### config.mk
export PLATFORM = sky130hd
export DESIGN_NAME = two_stack_fifo_queue_core_flat
export DESIGN_NICKNAME = d
export VERILOG_FILES = /design/src/tsq_pkg.sv /design/src/tsq_in_if.sv /design/src/tsq_out_if.sv /design/src/tsq_dp.sv /design/src/tsq_ctrl.sv /design/src/two_stack_fifo_queue_core.sv /design/src/flat_wrapper.sv
export SDC_FILE = /design/constraint.sdc
export NUM_CORES = 1
export LEC_CHECK = 0
export BUFFER_PORTS_ARGS = -buffer_cell sky130_fd_sc_hd__buf_2
export CAP_MARGIN = 20
export CORE_MARGIN = 4
export CORE_UTILIZATION = 25
export DETAILED_ROUTE_END_ITERATION = 8
export RECOVER_POWER = 50
export SYNTH_ARGS = -nofsm -noshare
export SYNTH_HDL_FRONTEND = slang
export SYNTH_HIERARCHICAL = 1
export SYNTH_SLANG_ARGS = --single-unit
### constraint.sdc
create_clock -name clk -period 7.15 [get_ports clk]
set_input_delay 0.715 -clock clk [delete_from_list [all_inputs] [get_ports clk]]
set_output_delay 0.715 -clock clk [all_outputs]
set_load 0.01 [all_outputs]
### src/tsq_pkg.sv
`default_nettype none
package tsq_pkg;

	localparam int DATA_W = 32;
	localparam int OCC_W  = 5;

	localparam logic KIND_ENQ = 1'b0;
	localparam logic KIND_DEQ = 1'b1;

	typedef enum logic [1:0] {
		ST_OK    = 2'd0,
		ST_FULL  = 2'd1,
		ST_EMPTY = 2'd2
	} status_t;

	// controller -> datapath
	typedef struct packed {
		logic    take;        // latch incoming payload
		logic    enq;         // push latched value onto inbox
		logic    xfer_rd;     // read inbox top, drop inbox fill
		logic    xfer_wr;     // push last inbox read onto outbox
		logic    pop_rd;      // read outbox top, drop outbox fill
		logic    load_res;    // load the result register
		status_t res_status;
		logic    res_use_val; // result carries the popped value
	} cmd_t;

	// datapath -> controller
	typedef struct packed {
		logic in_full;
		logic in_empty;
		logic out_empty;
	} stat_t;

endpackage
`default_nettype wire

### src/tsq_in_if.sv
`default_nettype none
interface tsq_in_if;
	logic                              valid;
	logic                              ready;
	logic                              kind;
	logic signed [tsq_pkg::DATA_W-1:0] data_value;

	modport source (output valid, output kind, output data_value, input ready);
	modport sink   (input valid, input kind, input data_value, output ready);
endinterface
`default_nettype wire

### src/tsq_out_if.sv
`default_nettype none
interface tsq_out_if;
	logic                              valid;
	logic                              ready;
	logic [1:0]                        status;
	logic signed [tsq_pkg::DATA_W-1:0] out_value;
	logic [tsq_pkg::OCC_W-1:0]         occupancy;

	modport source (output valid, output status, output out_value, output occupancy,
		input ready);
	modport sink   (input valid, input status, input out_value, input occupancy,
		output ready);
endinterface
`default_nettype wire

### src/tsq_dp.sv
`default_nettype none
module tsq_dp #(
	parameter int STACK_DEPTH = 8
) (
	input  wire logic                              clk,
	input  wire logic                              arst_n,
	input  wire tsq_pkg::cmd_t                     cmd,
	input  wire logic signed [tsq_pkg::DATA_W-1:0] data_value,
	output      tsq_pkg::stat_t                    stat,
	output      logic [1:0]                        res_status,
	output      logic signed [tsq_pkg::DATA_W-1:0] res_value,
	output      logic [tsq_pkg::OCC_W-1:0]         res_occ
);

	localparam int ADDR_W = (STACK_DEPTH > 1) ? $clog2(STACK_DEPTH) : 1;
	localparam int FILL_W = $clog2(STACK_DEPTH + 1);
	localparam int TOT_W  = $clog2(2 * STACK_DEPTH + 1);

	logic [tsq_pkg::DATA_W-1:0] in_mem  [STACK_DEPTH];
	logic [tsq_pkg::DATA_W-1:0] out_mem [STACK_DEPTH];

	logic [FILL_W-1:0]          in_fill_q;
	logic [FILL_W-1:0]          out_fill_q;
	logic [TOT_W-1:0]           total_q;
	logic [tsq_pkg::DATA_W-1:0] data_q;
	logic [tsq_pkg::DATA_W-1:0] in_rdata_q;
	logic [tsq_pkg::DATA_W-1:0] out_rdata_q;
	logic [1:0]                 res_status_q;
	logic [tsq_pkg::DATA_W-1:0] res_value_q;
	logic [tsq_pkg::OCC_W-1:0]  res_occ_q;

	logic [FILL_W-1:0] in_dec;
	logic [FILL_W-1:0] out_dec;
	logic [ADDR_W-1:0] in_top;
	logic [ADDR_W-1:0] out_top;

	assign in_dec  = in_fill_q - FILL_W'(1);
	assign out_dec = out_fill_q - FILL_W'(1);
	assign in_top  = in_dec[ADDR_W-1:0];
	assign out_top = out_dec[ADDR_W-1:0];

	assign stat.in_full   = (in_fill_q == FILL_W'(STACK_DEPTH));
	assign stat.in_empty  = (in_fill_q == '0);
	assign stat.out_empty = (out_fill_q == '0);

	always_ff @(posedge clk or negedge arst_n) begin
		if (!arst_n) begin
			in_fill_q  <= '0;
			out_fill_q <= '0;
			total_q    <= '0;
		end else begin
			if (cmd.enq) begin
				in_fill_q <= in_fill_q + FILL_W'(1);
				total_q   <= total_q + TOT_W'(1);
			end
			if (cmd.xfer_rd)
				in_fill_q <= in_dec;
			if (cmd.xfer_wr)
				out_fill_q <= out_fill_q + FILL_W'(1);
			if (cmd.pop_rd) begin
				out_fill_q <= out_dec;
				total_q    <= total_q - TOT_W'(1);
			end
		end
	end

	// inbox stack memory
	always_ff @(posedge clk) begin
		if (cmd.enq)
			in_mem[in_fill_q[ADDR_W-1:0]] <= data_q;
		if (cmd.xfer_rd)
			in_rdata_q <= in_mem[in_top];
	end

	// outbox stack memory
	always_ff @(posedge clk) begin
		if (cmd.xfer_wr)
			out_mem[out_fill_q[ADDR_W-1:0]] <= in_rdata_q;
		if (cmd.pop_rd)
			out_rdata_q <= out_mem[out_top];
	end

	always_ff @(posedge clk) begin
		if (cmd.take)
			data_q <= data_value;
		if (cmd.load_res) begin
			res_status_q <= cmd.res_status;
			res_value_q  <= cmd.res_use_val ? out_rdata_q : '0;
			res_occ_q    <= tsq_pkg::OCC_W'(total_q);
		end
	end

	assign res_status = res_status_q;
	assign res_value  = res_value_q;
	assign res_occ    = res_occ_q;

`ifndef SYNTHESIS
	// one entry is in flight in the read register between a transfer read and its write
	a_total_matches: assert property (@(posedge clk) disable iff (!arst_n)
		32'(total_q) == 32'(in_fill_q) + 32'(out_fill_q) + 32'(cmd.xfer_wr))
		else $error("entry total out of step with stack fills");

	a_in_bound: assert property (@(posedge clk) disable iff (!arst_n)
		32'(in_fill_q) <= STACK_DEPTH)
		else $error("inbox fill beyond depth");

	a_enq_room: assert property (@(posedge clk) disable iff (!arst_n)
		cmd.enq |-> !stat.in_full)
		else $error("push onto full inbox");

	a_xfer_room: assert property (@(posedge clk) disable iff (!arst_n)
		cmd.xfer_wr |-> out_fill_q != FILL_W'(STACK_DEPTH))
		else $error("transfer onto full outbox");

	a_pop_drops: assert property (@(posedge clk) disable iff (!arst_n)
		cmd.pop_rd |=> total_q == $past(total_q) - TOT_W'(1))
		else $error("pop did not lower the entry total");
`endif

endmodule
`default_nettype wire

### src/tsq_ctrl.sv
`default_nettype none
module tsq_ctrl (
	input  wire logic           clk,
	input  wire logic           arst_n,
	input  wire logic           in_valid,
	input  wire logic           in_kind,
	output      logic           in_ready,
	input  wire logic           out_ready,
	output      logic           out_valid,
	input  wire tsq_pkg::stat_t stat,
	output      tsq_pkg::cmd_t  cmd
);

	typedef enum logic [2:0] {
		S_IDLE,
		S_EXEC,
		S_XRD,
		S_XWR,
		S_POP,
		S_FIN
	} state_t;

	state_t           state_q;
	logic             kind_q;
	tsq_pkg::status_t st_q;
	logic             out_valid_q;
	logic             fin_go;

	assign fin_go = !out_valid_q || out_ready;

	always_comb begin
		cmd             = '0;
		cmd.res_status  = st_q;
		cmd.res_use_val = (kind_q == tsq_pkg::KIND_DEQ) && (st_q == tsq_pkg::ST_OK);
		cmd.take        = (state_q == S_IDLE) && in_valid;
		cmd.enq         = (state_q == S_EXEC) && (kind_q == tsq_pkg::KIND_ENQ) &&
			!stat.in_full;
		cmd.xfer_rd     = (state_q == S_XRD) && !stat.in_empty;
		cmd.xfer_wr     = (state_q == S_XWR);
		cmd.pop_rd      = (state_q == S_POP);
		cmd.load_res    = (state_q == S_FIN) && fin_go;
	end

	always_ff @(posedge clk or negedge arst_n) begin
		if (!arst_n) begin
			state_q     <= S_IDLE;
			kind_q      <= tsq_pkg::KIND_ENQ;
			st_q        <= tsq_pkg::ST_OK;
			out_valid_q <= 1'b0;
		end else begin
			if (cmd.load_res)
				out_valid_q <= 1'b1;
			else if (out_ready)
				out_valid_q <= 1'b0;

			case (state_q)
				S_IDLE: begin
					if (in_valid) begin
						kind_q  <= in_kind;
						state_q <= S_EXEC;
					end
				end
				S_EXEC: begin
					if (kind_q == tsq_pkg::KIND_ENQ) begin
						st_q    <= stat.in_full ? tsq_pkg::ST_FULL : tsq_pkg::ST_OK;
						state_q <= S_FIN;
					end else if (stat.in_empty && stat.out_empty) begin
						st_q    <= tsq_pkg::ST_EMPTY;
						state_q <= S_FIN;
					end else begin
						st_q    <= tsq_pkg::ST_OK;
						state_q <= stat.out_empty ? S_XRD : S_POP;
					end
				end
				// refill outbox one entry per read/write pair
				S_XRD: begin
					state_q <= stat.in_empty ? S_POP : S_XWR;
				end
				S_XWR: begin
					state_q <= S_XRD;
				end
				S_POP: begin
					state_q <= S_FIN;
				end
				S_FIN: begin
					if (fin_go)
						state_q <= S_IDLE;
				end
				default: begin
					state_q <= S_IDLE;
				end
			endcase
		end
	end

	assign in_ready  = (state_q == S_IDLE);
	assign out_valid = out_valid_q;

endmodule
`default_nettype wire

### src/two_stack_fifo_queue_core.sv
// Accept to result valid: an enqueue or a refused dequeue goes through EXEC, FIN;
// a dequeue through EXEC, POP, FIN, and when the outbox is empty, N inbox entries
// are moved over first (one memory read and one write per entry) before POP.
// One transaction at a time: the next is accepted the cycle after the result is
// loaded, while that result waits in the output register.
// arst_n clears both stack fills and the entry count; stack memories are not reset.
`default_nettype none
module two_stack_fifo_queue_core #(
	parameter int STACK_DEPTH = 8
) (
	input  wire logic  clk,
	input  wire logic  arst_n,
	tsq_in_if.sink     req,
	tsq_out_if.source  rsp
);

	tsq_pkg::cmd_t  cmd;
	tsq_pkg::stat_t stat;

	tsq_ctrl u_ctrl (
		.clk       (clk),
		.arst_n    (arst_n),
		.in_valid  (req.valid),
		.in_kind   (req.kind),
		.in_ready  (req.ready),
		.out_ready (rsp.ready),
		.out_valid (rsp.valid),
		.stat      (stat),
		.cmd       (cmd)
	);

	tsq_dp #(
		.STACK_DEPTH (STACK_DEPTH)
	) u_dp (
		.clk        (clk),
		.arst_n     (arst_n),
		.cmd        (cmd),
		.data_value (req.data_value),
		.stat       (stat),
		.res_status (rsp.status),
		.res_value  (rsp.out_value),
		.res_occ    (rsp.occupancy)
	);

endmodule
`default_nettype wire

### src/flat_wrapper.sv
// flat-port wrapper written by rule: the top's interface ports become plain ports
module two_stack_fifo_queue_core_flat 
#(
	parameter int STACK_DEPTH = 8
)
  (clk, arst_n, req_valid, req_kind, req_data_value, req_ready, rsp_valid, rsp_status, rsp_out_value, rsp_occupancy, rsp_ready);
  tsq_in_if req_i ();
  tsq_out_if rsp_i ();
  input  wire logic clk;
  input  wire logic arst_n;
  input wire logic [$bits(req_i.valid)-1:0] req_valid;
  input wire logic [$bits(req_i.kind)-1:0] req_kind;
  input wire logic [$bits(req_i.data_value)-1:0] req_data_value;
  output wire logic [$bits(req_i.ready)-1:0] req_ready;
  output wire logic [$bits(rsp_i.valid)-1:0] rsp_valid;
  output wire logic [$bits(rsp_i.status)-1:0] rsp_status;
  output wire logic [$bits(rsp_i.out_value)-1:0] rsp_out_value;
  output wire logic [$bits(rsp_i.occupancy)-1:0] rsp_occupancy;
  input wire logic [$bits(rsp_i.ready)-1:0] rsp_ready;
  assign req_i.valid = req_valid;
  assign req_i.kind = req_kind;
  assign req_i.data_value = req_data_value;
  assign req_ready = req_i.ready;
  assign rsp_valid = rsp_i.valid;
  assign rsp_status = rsp_i.status;
  assign rsp_out_value = rsp_i.out_value;
  assign rsp_occupancy = rsp_i.occupancy;
  assign rsp_i.ready = rsp_ready;
  two_stack_fifo_queue_core #(.STACK_DEPTH(STACK_DEPTH)) u_core (.clk(clk), .arst_n(arst_n), .req(req_i), .rsp(rsp_i));
endmodule
==> qor.txt, run 1 <==
Vias/cell: 4.10
Most frequent cells after synthesis: 647 x edfxtp_1, 124 x mux4_2, 66 x mux2_2
Slew margin rel.: -0.844
Final setup viols: 0
TritonCTS Sinks: 667
Reg2reg setup slack: 2400 ps
First-pass GRT wire length: 71700 um
Postcts setup bufs: 0
Chip width: 324 um
Hold crit path type: primary input to flip-flop
Vias in the first global route: 11200
Syn. warnings: 6
Final Hold Viols: 0
Register area share after synthesis: 0.801
Most frequent cell after synthesis: edfxtp_1
IO Pins: 78
Sw frac: 0.282
RSZ-0062 raised after global routing: false
Port Buffers: 77
Status: complete, but fails checks
Final period util: 0.665
Drt pass-1 iters: 5
Clock buffer depth: 3
Routed vias: 10400
Layout filler cell count: 9458
Grt ovf: 0
EDFF count, synth: 647
CP startpoint kind: flip-flop
Comb power frac: 0.261
CTS tree: built
Synth area leader: edfxtp_1
CP endpoint kind: flip-flop
Mapped Area: 24900 um2
Reg area: 19900 um2
Share of power burned in registers: 0.437
DRC viols: 0
DRT Wirelength: 46900 um
Placed cells: 2407
Internal power: 8.77 mW
Area grow syn2layout: 17.1%
Failing checks: max-capacitance violations, max-slew violations
Area of the multi-input gates: 4700 um2
PwrDens: 419 nW/um2
Worst EP arrival: 4980 ps
Clk Tree Root Cell: clkbuf_16
Synth area leaders: edfxtp_1 78%, mux4_2 11%, mux2_2 3.0%
Final Core Density: 0.296
CP Data Required Time: 7380 ps
Hold slack: 288 ps
Worst R2R Path Depth: 7
Cell Count, Final, Fillers Out: 2544
FF+latch count, synth: 667
Worst Hold Path Cells: 1
CTS Hold Bufs: 0
DR WL/cell: 18.4 um
Routability cong.: 0.706
# rows: 115
RR Startpoint: u_core/u_dp/in_fill_q[0]
H-Tree Depth: 3
Tmin final: 4750 ps
Leak pwr: 9.01 nW
Clock Power Share: 0.302
Slowest stage cell on the critical path: dfrtp_1
Initial antenna violation count: 4
Cts bufs inserted: 74
Worst-Skew Late Latency: 600 ps
Remaining antenna violation count after routing: 0
Core ar.: 98600 um2
Post-DP HPWL: 26100 um
Slew @ Worst Pin: 2770 ps
Cells after synthesis: 1064
CTS resizes: 0
Clk_skew: 17.2 ps
Total of max-cap violations: 4
Critical path type: flip-flop to flip-flop
Clock slew at reported path FFs: 60 ps
Count of cell types in the netlist: 45
Main synth FF type: edfxtp_1
Asr flop ratio synth: 0.0300
Initial core utilization: 0.253
Fmax: 210 MHz
Critical-path maximum fanout: 37
Final setup TNS: 0 ps
Hold Startpoint: req_data_value[8]
# nets final: 1241
Layout cell share with drive strength beyond 1: 0.292
Hold Crit Endpoint: u_core/u_dp/data_q[8]
P_sw: 3.45 mW
GRT Util Overall: 0.0908
Max incr delay on CP: 1750 ps
Syn Nets: 1109
Slew Viols, Final: 161
Post-synthesis average cell area: 23.4 um2
DRT iter0 DRCs: 928
Die Y: 324 um
Worst R2R End: u_core/u_dp/in_mem[4][27]
Largest net degree at the start of global routing: 66
Peak VDD IR: 0.349 mV
Die ar.: 105000 um2
Synth top area share: 0.781
CP cell instances: inv_1, ha_2, and3b_1, nor3_1, nand2_1, nor3_2, buf_4
==> final cells by class <==
class / instances / share of cell area
timing repair buffer: 102 / 0.0167
antenna: 2 / 0.000172
sequential: 667 / 0.684
inverter: 6 / 0.000773
clock buffer: 81 / 0.0652
multi-input combinational: 345 / 0.161
clock inverter: 54 / 0.0165
tap: 1287 / 0.0553
==> logic make-up after synthesis <==
family,Yosys count,share of synthesized area
mux,195,0.147
compound gates,21,0.00523
flops,667,0.801
simple gates,111,0.0249
buf+inv,52,0.0146
fa+ha+maj,8,0.00432
xor+xnor,10,0.00352
==> flip-flops by register name, summed over array words and instances (netlist names) <==
name	flops
u_core/u_dp/out_fill_q	4
u_core/u_dp/out_mem	256
u_core/u_dp/in_fill_q	4
u_core/u_dp/res_occ	5
u_core/u_ctrl/st_q	2
u_core/u_ctrl/state_q	3
u_core/u_dp/out_rdata_q	32
u_core/u_ctrl/kind_q	1
u_core/u_dp/res_value	32
u_core/u_dp/res_status	2
u_core/u_dp/in_mem	256
u_core/u_ctrl/out_valid	1
u_core/u_dp/total_q	5
u_core/u_dp/in_rdata_q	32
u_core/u_dp/data_q	32
==> per-layer routing <==
layer | wire (um) | track usage | up-vias
li1 | - | - | 4680
met1 | 21300 | 0.124 | 5453
met2 | 22200 | 0.145 | 211
met3 | 2490 | 0.0233 | 75
met4 | 908 | 0.0230 | 4
met5 | 27 | 0 | -
==> cell usage in the layout (no fill, tap or decap), types with 17 or more instances in the layout <==
cell type	count
mux4_2	124
buf_4	22
and2_0	26
nand2_1	20
buf_2	17
clkbuf_1	69
clkbuf_16	75
edfxtp_1	647
clkinv_1	17
dfrtp_1	19
mux2_2	66
==> power by group through the flow <==
stage                     registers (mW)  clock network [mW]  logic (mW)
after global placement              5.41                   0        3.27
after floorplan                     5.26                   0        2.55
after detailed placement            5.43                   0        3.29
after CTS                           5.35                3.80        3.32
after global routing                5.42                3.98        3.50
final                               5.34                3.69        3.19
==> per-stage QoR <==
stage	cell area [um2]	setup slack, ps	power, mW
final	29100	2400	12.2
after CTS	29200	3360	12.5
after global routing	29100	1760	12.9
after global placement	26900	3440	8.68
after floorplan	24900	1190	7.81
after detailed placement	26900	3380	8.72
==> worst max-delay path: cells and delay by family (launching register included) <==
kind	cells	cell delay (ps)
buffers and inverters	2	710
DFF	1	1750
and+or+nand+nor	4	1520
adders and majority gates	1	350
==> how the worst max path moves through the flow <==
stage,from,to,slack (ps),depth (start not counted)
after floorplan,u_core/u_dp/in_fill_q[0],u_core/u_dp/in_fill_q[2],1190,8
after global placement,u_core/u_dp/in_fill_q[0],u_core/u_dp/in_mem[4][9],3440,7
after detailed placement,u_core/u_dp/in_fill_q[0],u_core/u_dp/in_mem[4][9],3380,7
after CTS,u_core/u_dp/in_fill_q[0],u_core/u_dp/in_mem[4][14],3360,7
after global routing,u_core/u_dp/in_fill_q[0],u_core/u_dp/in_mem[4][25],1760,7
final,u_core/u_dp/in_fill_q[0],u_core/u_dp/in_mem[4][27],2400,7
Note: power is estimated with default switching activity, not from simulation.
==> run 2, diff against run 1 <==
- ABC_AREA: default -> 1
- clock period: 7.15 -> 5 ns (I/O delays scaled with it)
==> qor.txt, run 2 <==
Status: complete, but fails checks
Failing checks: max-capacitance violations, max-slew violations
Mapped Area: 26000 um2
Slew Viols, Final: 144
Routed vias: 15000
Drt pass-1 iters: 5
Count of cell types in the netlist: 28
FF+latch count, synth: 667
GRT busiest layer: met2
EDFF count, synth: 647
Syn Nets: 2137
TritonCTS Sinks: 667
CTS resizes: 0
Commonest non-fill, non-tap cell in the layout: nand2_1
Met1 usage in global routing: 0.143
Clk_skew: 16.5 ps
Final setup TNS: 0 ps
Area grow syn2layout: 16.0%
DRC viols: 0
Die Y: 330 um
Synth area leaders: edfxtp_1 75%, nand2_1 11%, o21ai_0 3.4%
Leak pwr: 10.9 nW
Clock slew at reported path FFs: 60 ps
Core ar.: 102000 um2
Final period util: 0.734
Register area share after synthesis: 0.767
Critical path type: flip-flop to flip-flop
Vias in the first global route: 14500
# nets final: 2223
Power Total: 18.5 mW
Slew margin rel.: -0.601
Synth top area share: 0.748
Final Core Density: 0.294
Clock buffer depth: 3
Peak VDD IR: 0.435 mV
Grt ovf: 0
Postcts setup bufs: 0
Most frequent cell after synthesis: nand2_1
DR WL/cell: 15.9 um
Final Hold Viols: 0
IO Pins: 78
DRT Wirelength: 57200 um
Largest net degree at the start of global routing: 93
CP startpoint kind: flip-flop
Slew @ Worst Pin: 2400 ps
Critical-path maximum fanout: 47
# rows: 117
Initial core utilization: 0.253
CP Data Required Time: 5300 ps
Hold crit path type: primary input to flip-flop
Clk Tree Root Cell: clkbuf_16
Most frequent cells in the layout: 789 x nand2_1, 647 x edfxtp_1, 175 x o21ai_0
DRT iter0 DRCs: 1478
Worst EP arrival: 3960 ps
First-pass GRT wire length: 87300 um
Layout cell share with drive strength beyond 1: 0.0896
Worst-Skew Late Latency: 600 ps
Initial antenna violation count: 0
Die ar.: 109000 um2
Port Buffers: 77
Chip width: 330 um
GRT Util Overall: 0.103
Routability cong.: 0.740
Total of max-cap violations: 4
Post-synthesis average cell area: 12.4 um2
Tmin final: 3670 ps
Antenna diodes: 0
Asr flop ratio synth: 0.0300
Met2 Use GR: 0.165
Cells after synthesis: 2092
Most frequent cells after synthesis: 788 x nand2_1, 647 x edfxtp_1, 175 x o21ai_0
Fmax: 273 MHz
Met3 usage: 0.0189
Post-DP HPWL: 32300 um
Final setup viols: 0
Main synth FF type: edfxtp_1
Layout filler cell count: 10400
Vias/cell: 4.18
Synth area leader: edfxtp_1
Remaining antenna violation count after routing: 0
Hold slack: 76.7 ps
CP endpoint kind: flip-flop
CTS tree: built
H-Tree Depth: 3
Syn. warnings: 6
Cts bufs inserted: 69
PwrDens: 614 nW/um2
RSZ-0062 raised after global routing: false
## run 2: cell types whose count changed after synthesis, moves of 11 or more
cell | previous run | this run
nand2_1 | 20 | 788
buf_2 | 13 | 26
inv_1 | 6 | 62
clkbuf_1 | 9 | 42
buf_4 | 3 | 19
o21ai_0 | 7 | 175
mux4_2 | 124 | 0
mux2_2 | 66 | 0
nor2_1 | 18 | 152
and2_1 | 32 | 0
buf_6 | 17 | 6
nand3_1 | 2 | 19
o21ai_1 | 2 | 86
## run 2: layout make-up
cell class | count | area (um2) | area share
multi-input combinational | 1260 | 5390 | 0.179
inverter | 64 | 243 | 0.00806
clock inverter | 40 | 379 | 0.0126
tap | 1368 | 1710 | 0.0568
clock buffer | 84 | 1800 | 0.0599
timing repair buffer | 116 | 649 | 0.0216
sequential | 667 | 19900 | 0.662
## run 2: cells by family (layout without fill, tap and decap cells)
group,Yosys count,after routing,synth area share
simple gates,977,977,0.144
fa+ha+maj,8,8,0.00414
compound gates,268,268,0.0522
xor+xnor,7,7,0.00294
buf+inv,165,304,0.0296
flops,667,667,0.767
## run 2: worst max-delay path, stage by stage (launching register included)
cell      delay (ps)
dfrtp_4          750
clkinv_2         130
ha_2             230
nand2_1           90
nor2_1            60
nor3_1           640
nand2_1          390
nor2_4           770
buf_4            290
## run 2: timing repair
action,CTS,global route
setup endpoints to repair,0,0
endpoints found under the hold margin,20,0
hold buffers,1,0
## run 2: report_power, final
group,switching [mW],internal [mW]
logic,4.34,1.61
registers,0.427,7.15
clock network,2.08,2.89
total,6.85,11.7
## run 2: routing by layer
metal / wire length [um] / vias up
met3: 3050 / 79
met5: 0 / -
met4: 1030 / 0
li1: - / 7339
met1: 26200 / 7239
met2: 27000 / 373
## run 2: path summary, 6_finish.rpt
| kind | slack [ps] | from | cells past startpoint | end |
|---|---|---|---|---|
| worst max-delay path | 1330 | u_core/u_dp/in_fill_q[0] | 8 | u_core/u_dp/in_mem[4][23] |
| worst min-delay path | 80 | req_data_value[19] | 1 | u_core/u_dp/data_q[19] |
| worst max register to register | 1330 | u_core/u_dp/in_fill_q[0] | 8 | u_core/u_dp/in_mem[4][23] |
| worst min register to register | 480 | u_core/u_dp/total_q[4] | 0 | u_core/u_dp/res_occ[4] |
| max in group asynchronous | 3350 | arst_n | 2 | u_core/u_dp/out_fill_q[0] |
| min in group asynchronous | 730 | arst_n | 2 | u_core/u_dp/total_q[4] |
## run 2: stage by stage
stage | std cells | area [um2] | setup slack, ps
2_1_floorplan | 2092 | 26000 | 401
3_3_place_gp | 3470 | 27900 | 1390
3_5_place_dp | 3471 | 28000 | 1310
4_1_cts | 3596 | 30100 | 1280
5_1_grt | 3599 | 30100 | 1030
6_report | 3599 | 30100 | 1330
==> run 3, diff against run 2 <==
- clock period: 5 -> 3.42 ns (I/O delays scaled with it)
==> qor.txt, run 3 (synthesis results as in run 2) <==
Status: complete, but fails checks
Failing checks: max-capacitance violations, max-slew violations
Peak VDD IR: 0.893 mV
Layout cell share with drive strength beyond 1: 0.0895
Core ar.: 102000 um2
Met3 usage: 0.0183
Remaining antenna violation count after routing: 0
Clock Power Share: 0.276
Area grow syn2layout: 18.1%
Fmax: 357 MHz
IO Pins: 78
Post-DP HPWL: 30100 um
Final Hold Viols: 0
CTS tree: built
Slew Viols, Final: 33
PwrDens: 893 nW/um2
Grt ovf: 0
H-Tree Depth: 3
Final Core Density: 0.299
Placed cells: 3477
Final period util: 0.820
DRT Wirelength: 55600 um
Die ar.: 109000 um2
Comb power frac: 0.326
Most frequent cells in the layout: 789 x nand2_1, 647 x edfxtp_1, 175 x o21ai_0
Worst EP arrival: 3040 ps
Critical path type: flip-flop to flip-flop
Routed vias: 15000
CP Data Required Time: 3650 ps
Tmin final: 2800 ps
Clock buffer depth: 3
Internal power: 17.4 mW
Worst-Skew Late Latency: 610 ps
Slew @ Worst Pin: 1610 ps
Vias in the first global route: 14400
Clk_skew: 19.4 ps
Power Total: 27.4 mW
Drt pass-1 iters: 4
TritonCTS Sinks: 667
Routability cong.: 0.752
DRT iter0 DRCs: 1229
Slew margin rel.: -0.0753
GRT Util Overall: 0.101
Layout filler cell count: 10300
Met1 usage in global routing: 0.139
DR WL/cell: 15.3 um
GRT busiest layer: met2
Postcts setup bufs: 0
Reg2reg setup slack: 620 ps
Share of power burned in registers: 0.399
Critical-path maximum fanout: 32
Initial antenna violation count: 0
Met2 Use GR: 0.164
CP startpoint kind: flip-flop
First-pass GRT wire length: 86200 um
Setup slack at placement: 675 ps
# rows: 117
Cell Count, Final, Fillers Out: 3636
Post-route setup slack: 616 ps
Sw frac: 0.366
RSZ-0062 raised after global routing: false
DRC viols: 0
Total of max-cap violations: 1
Largest net degree at the start of global routing: 131
Commonest non-fill, non-tap cell in the layout: nand2_1
Clock slew at reported path FFs: 60 ps
Antenna diodes: 0
Leak pwr: 11.1 nW
Die Y: 330 um
Final setup viols: 0
Chip width: 330 um
Vias/cell: 4.12
Cts bufs inserted: 70
# nets final: 2261
Clk Tree Root Cell: clkbuf_16
P_sw: 10.0 mW
CP endpoint kind: flip-flop
Initial core utilization: 0.253
Hold crit path type: primary input to flip-flop
Port Buffers: 77
run 3: final cells by class:
class	instances	area [um2]	area share
flip-flops and latches	667	19900	0.650
multi-input cells	1260	5410	0.177
clock buffers	81	1790	0.0585
well taps	1368	1710	0.0558
repair buffers	153	1080	0.0351
clock inverters	43	498	0.0162
inverters	64	243	0.00791
run 3: metrics by stage:
stage | area (um2) | TNS, ps | hold WS [ps]
CTS | 30700 | 0 | 26.8
finish | 30700 | 0 | 64.1
global placement | 28100 | 0 | 352
floorplan | 26000 | -47540 | 46.4
detailed placement | 28100 | 0 | 350
global route | 30700 | 0 | 88.0
run 3: final timing paths:
check | cells after the start | endpoint | startpoint
worst max-delay path | 9 | u_core/u_dp/in_mem[4][12] | u_core/u_dp/in_fill_q[1]
worst min-delay path | 4 | u_core/u_ctrl/out_valid | rsp_ready
worst max register to register | 9 | u_core/u_dp/in_mem[4][12] | u_core/u_dp/in_fill_q[1]
worst min register to register | 0 | u_core/u_dp/res_occ[4] | u_core/u_dp/total_q[4]
max in group asynchronous | 2 | u_core/u_dp/in_fill_q[0] | arst_n
min in group asynchronous | 2 | u_core/u_dp/total_q[0] | arst_n
run 3: worst max-delay path, stage by stage (launching register included):
cell and delay, ps:
dfrtp_1 520, inv_1 130, ha_1 240, nand2_1 100, nor2_1 50, nor3_1 240
buf_4 200, nand2_1 240, nor2_4 200, buf_4 500
run 3: power groups by stage:
stage,sequential [mW],clock [mW],combinational [mW]
3_3_place_gp,11.1,0,8.94
6_report,10.9,7.54,8.92
5_1_grt,11.0,8.13,10.2
2_1_floorplan,11.0,0,6.17
3_5_place_dp,11.1,0,9.02
4_1_cts,10.9,7.79,9.10
run 3: what timing repair did:
item,in CTS,in global routing
endpoints found under the setup margin,0,0
gates resized for setup,0,0
hold endpoints to repair,53,0
hold buffers,34,0
run 3: metal layers:
metal | up-vias | wire length, um
met5 | - | 0
met4 | 0 | 1100
met3 | 79 | 2210
met2 | 270 | 26400
met1 | 7214 | 25900
li1 | 7424 | -
